[src/design/elastic_circle_collision_unit_defines.svh]
// Assertion macros for the elastic circle collision unit.
// Each macro expects clk and rst_n in scope.
`ifndef ELASTIC_CIRCLE_COLLISION_UNIT_DEFINES_SVH
`define ELASTIC_CIRCLE_COLLISION_UNIT_DEFINES_SVH

`ifndef SYNTHESIS
// same-cycle implication
`define ECC_ASSERT_NOW(label, ante, cons) \
    label: assert property (@(posedge clk) disable iff (!rst_n) (ante) |-> (cons)) \
        else $error("ecc check failed: same cycle");
// next-cycle implication
`define ECC_ASSERT_NEXT(label, ante, cons) \
    label: assert property (@(posedge clk) disable iff (!rst_n) (ante) |=> (cons)) \
        else $error("ecc check failed: next cycle");
`else
`define ECC_ASSERT_NOW(label, ante, cons)
`define ECC_ASSERT_NEXT(label, ante, cons)
`endif

`endif

[src/design/ecc_pkg.sv]
package ecc_pkg;

    // default widths
    localparam int ECC_VALUE_W = 32;
    localparam int ECC_MASS_W  = 16;

    // operand chunk width of the pipelined multipliers
    localparam int ECC_CHUNK_W = 32;

    typedef enum logic {
        OP_ELASTIC = 1'b0,
        OP_RING    = 1'b1
    } op_t;

endpackage

[src/design/ecc_mul.sv]
// Signed pipelined multiplier.
// Operand a is cut into chunks; each chunk times b is registered, then the
// shifted partial products are summed into the output register.
module ecc_mul #(
    parameter int AW = 32,
    parameter int BW = 32
) (
    input  logic                    clk,
    input  logic                    en,
    input  logic signed [AW-1:0]    a,
    input  logic signed [BW-1:0]    b,
    output logic signed [AW+BW-1:0] p
);
    import ecc_pkg::*;

    localparam int CW  = ECC_CHUNK_W;
    localparam int NCH = (AW + CW - 1) / CW;
    localparam int PPW = CW + 1 + BW;
    localparam int SW  = NCH * CW + BW + 1;

    logic signed [NCH*CW-1:0] a_ext;
    logic signed [PPW-1:0]    pp_next [NCH];
    logic signed [PPW-1:0]    pp_reg  [NCH];
    logic signed [SW-1:0]     acc;
    logic signed [AW+BW-1:0]  p_next;
    logic signed [AW+BW-1:0]  p_reg;

    assign a_ext = (NCH*CW)'(a);

    // partial products: low chunks unsigned, top chunk carries the sign
    always_comb
    begin
        for (int c = 0; c < NCH; c++)
        begin
            pp_next[c] = $signed({(c == NCH - 1) ? a_ext[c*CW+CW-1] : 1'b0,
                                  a_ext[c*CW +: CW]}) * b;
        end
    end

    // shifted sum of the partial products
    always_comb
    begin
        acc = '0;
        for (int c = 0; c < NCH; c++)
        begin
            acc = acc + (SW'(pp_reg[c]) <<< (c * CW));
        end
        p_next = acc[AW+BW-1:0];
    end

    always_ff @(posedge clk)
    begin
        if (en)
        begin
            pp_reg <= pp_next;
            p_reg  <= p_next;
        end
    end

    assign p = p_reg;

endmodule

[config.mk]
export PLATFORM = sky130hd
export DESIGN_NAME = ecc_mul
export DESIGN_NICKNAME = d
export VERILOG_FILES = /design/src/design/elastic_circle_collision_unit_defines.svh /design/src/design/ecc_pkg.sv /design/src/design/ecc_mul.sv
export SDC_FILE = /design/constraint.sdc
export NUM_CORES = 2
export LEC_CHECK = 0
export ABC_AREA = 1
export BUFFER_PORTS_ARGS = -buffer_cell sky130_fd_sc_hd__buf_2
export CORE_MARGIN = 2
export CORE_UTILIZATION = 62
export CTS_CLUSTER_SIZE = 30
export DETAILED_ROUTE_END_ITERATION = 8
export PLACE_DENSITY = 0.79
export SLEW_MARGIN = 5
export SYNTH_ARGS = -nofsm -noshare
export SYNTH_HDL_FRONTEND = slang
export SYNTH_SLANG_ARGS = --single-unit
[constraint.sdc]
create_clock -name clk -period 23.3 [get_ports clk]
set_clock_uncertainty 0.2 [all_clocks]
set_input_delay 3.495 -clock clk [delete_from_list [all_inputs] [get_ports clk]]
set_output_delay 3.495 -clock clk [all_outputs]
set_load 0.05 [all_outputs]
==> key figures <==
Status
  • Status: finished clean

Route
  • Post-route ant nets: 0
  • Drt first pass iters: 6
  • Via/cell ratio: 5.33
  • Residual DRC count: 0
  • Met1 wire length: 41,100 um
  • Avg WL per Cell: 18.6 um
  • Met2 wire length: 55,000 um
  • First DRT Iteration DRCs: 2,407
  • Top Metal Used: met4
  • WL met3: 9420 um
  • Via count: 32,200
  • Total routed wirelength: 112,000 um

Timing
  • Period utilisation layout: 48.6%
  • Final Hold Fails: 0
  • Clock period minus worst slack: 11.34 ns
  • Worst Slack Setup Final: 11.96 ns
  • Slew HR: 24.9%
  • Final total negative setup slack: 0 ns
  • Fmax: 88.2 MHz
  • Final setup viols: 0
  • Slew Viols, Final: 0
  • Unrepaired setup endpoints after global routing: no
  • Slew of the pin with the lowest slew margin: 1.13 ns

Finish
  • Most frequent cells in the layout: inv_1, nand2_1, fa_1
  • Fin nets: 6,462
  • Most common cell after layout, fill and taps aside: inv_1
  • Layout overhead on the synthesized area: 3.98%
  • Layout cells sized above 1: 4.90%
  • Non-Filler Instances: 6,030

Clock network
  • Clk slew on worst S/H paths: 0.07 ns
  • Setup bufs post-CTS: 0
  • Clk_lat worst skew: 0.42 ns
  • H-tree levels: 4
  • TritonCTS buffer count: 17
  • CTS tree: yes
  • CTS Root Buffer Type: clkbuf_16
  • Max Root-Sink Buffers: 2
  • CTS resizes: 0
  • CTS Hold Bufs: 0
  • CTS Sinks: 128

Logic synthesis
  • Sequential area share after synthesis: 8.99%
  • Post-synth ARST share: 0%
  • Post-synth cell types: 33
  • #FFs+latches synth: 128
  • YS warnings: 0
  • Syn Area/Cell: 8.28 um2
  • Mapped Cells: 5,162
  • Synthesized net count: 6,494
  • Ys flop type: edfxtp_1
  • Post-synth EDFFs: 128
  • Mapped Area: 42,800 um2

Placed design
  • PortBufs: 129
  • DP HPWL: 90,700 um
  • Dpl cells: 5,993
  • RePlAce Congestion: 0.990
  • Place WS: 11.54 ns

Global route
  • Remaining Overflow, GRT: 0
  • Vias in the first global route: 35,800
  • Initial antenna violation count: 5
  • First-pass GRT wire length: 185,000 um
  • All-layer global routing usage: 33.9%
  • Largest net degree at the start of global routing: 74

Critical path
  • Worst EP arrival: 11.32 ns
  • Worst Path Max Fanout: 32
  • R2r setup slk: 22.33 ns
  • Setup CP Type: input pin to register
  • Critical path origin: b[6]
  • Critical Path Start Type: input pin
  • Worst EP required: 23.28 ns
  • FF-to-FF Start: pp_reg[60]
  • Crit path capture type: register

Floorplanning
  • Ports: 130
  • Chip height: 267 um
  • Cell Rows: 96
  • Die W: 267 um
  • Initial Util: 62.5%
  • Core Area: 68,500 um2
  • Die area: 71,100 um2

Min path
  • Hold Path Class: register to register
  • Critical hold path startpoint: pp_reg[4]

Job
  • Max-cap violations: 0
cell families after synthesis:
logic type	synth area share [%]
adders and majority gates	56.0
DFF	8.99
AOI/OAI and AO/OA	1.28
and+or+nand+nor	16.3
buffers and inverters	16.5
xor gates and xnor gates	0.881
per-stage QoR:
step                instance area (um2)  hold WS, ns  util (%)
finish                            44500        0.215      64.9
global route                      44500        0.220      64.9
CTS                               44500        0.215      64.9
detailed placement                43900        0.205      64.1
global placement                  43900        0.202      64.1
floorplan                         42800        0.200         -
layer usage:
layer | vias up | GRT usage, %
met5 | - | 0
li1 | 14100 | -
met4 | 0 | 17.0
met3 | 415 | 5.39
met1 | 16000 | 42.4
met2 | 1584 | 57.6
path summary, 6_finish.rpt:
check	depth (start not counted)	end
setup reg to reg	0	p[60]
setup / recovery	27	pp_reg[59]
hold / removal	0	p[4]
hold reg to reg	0	p[4]
cell usage after synthesis, types with 2 or more instances:
master    instances  area [um2]
a21oi_1          63         315
nand2_2          23         144
inv_2             3        11.3
clkbuf_1        192         721
nor3_1           11        55.1
o21bai_1         10        75.1
or2_2             7        43.8
nand3_1          62         310
and3_1            2        12.5
nand4_1          15        93.8
ha_1            184        2300
edfxtp_1        128        3840
o21a_1            2        15.0
nor3_2            5        50.1
xor2_1           36         315
nor2_4            6        67.6
o21ai_1           6        30.0
xnor2_1           7        61.3
a21oi_2           2        17.5
fa_1           1082       21700
nand2_1        1486        5580
o21ai_0          17        85.1
nor2_2           28         175
nand3_2           7        70.1
nand3b_1          5        37.5
nor2_1           83         312
inv_1          1684        6320
cell type report:
type	instances	area [um2]
well taps	882	1100
inverters	1688	6340
fillers	5544	24000
clock buffers	17	425
clock inverters	15	144
diodes	5	12.5
flip-flops and latches	128	3840
repair buffers	141	738
multi-input cells	3154	31900
worst max-delay path: stages:
cell and delay, ns:
buf_2 0.55, nand2_1 0.20, inv_1 0.12, fa_1 0.42, inv_1 0.26, fa_1 0.49, inv_1 0.22, fa_1 0.50
fa_1 0.87, inv_1 0.41, fa_1 0.59, inv_1 0.06, fa_1 0.53, inv_1 0.05, fa_1 0.48, inv_1 0.06
fa_1 0.46, ha_1 0.46, nand2_1 0.13, nor2_1 0.22, nand2_1 0.10, inv_1 0.08, nand2_1 0.07, nor3_1 0.20
nand2_1 0.11, nand4_1 0.10, nand2_1 0.05
Power is left out: the tool's default activity adds up to more than one toggle a clock period on the data nets, which glitch-free logic cannot reach.
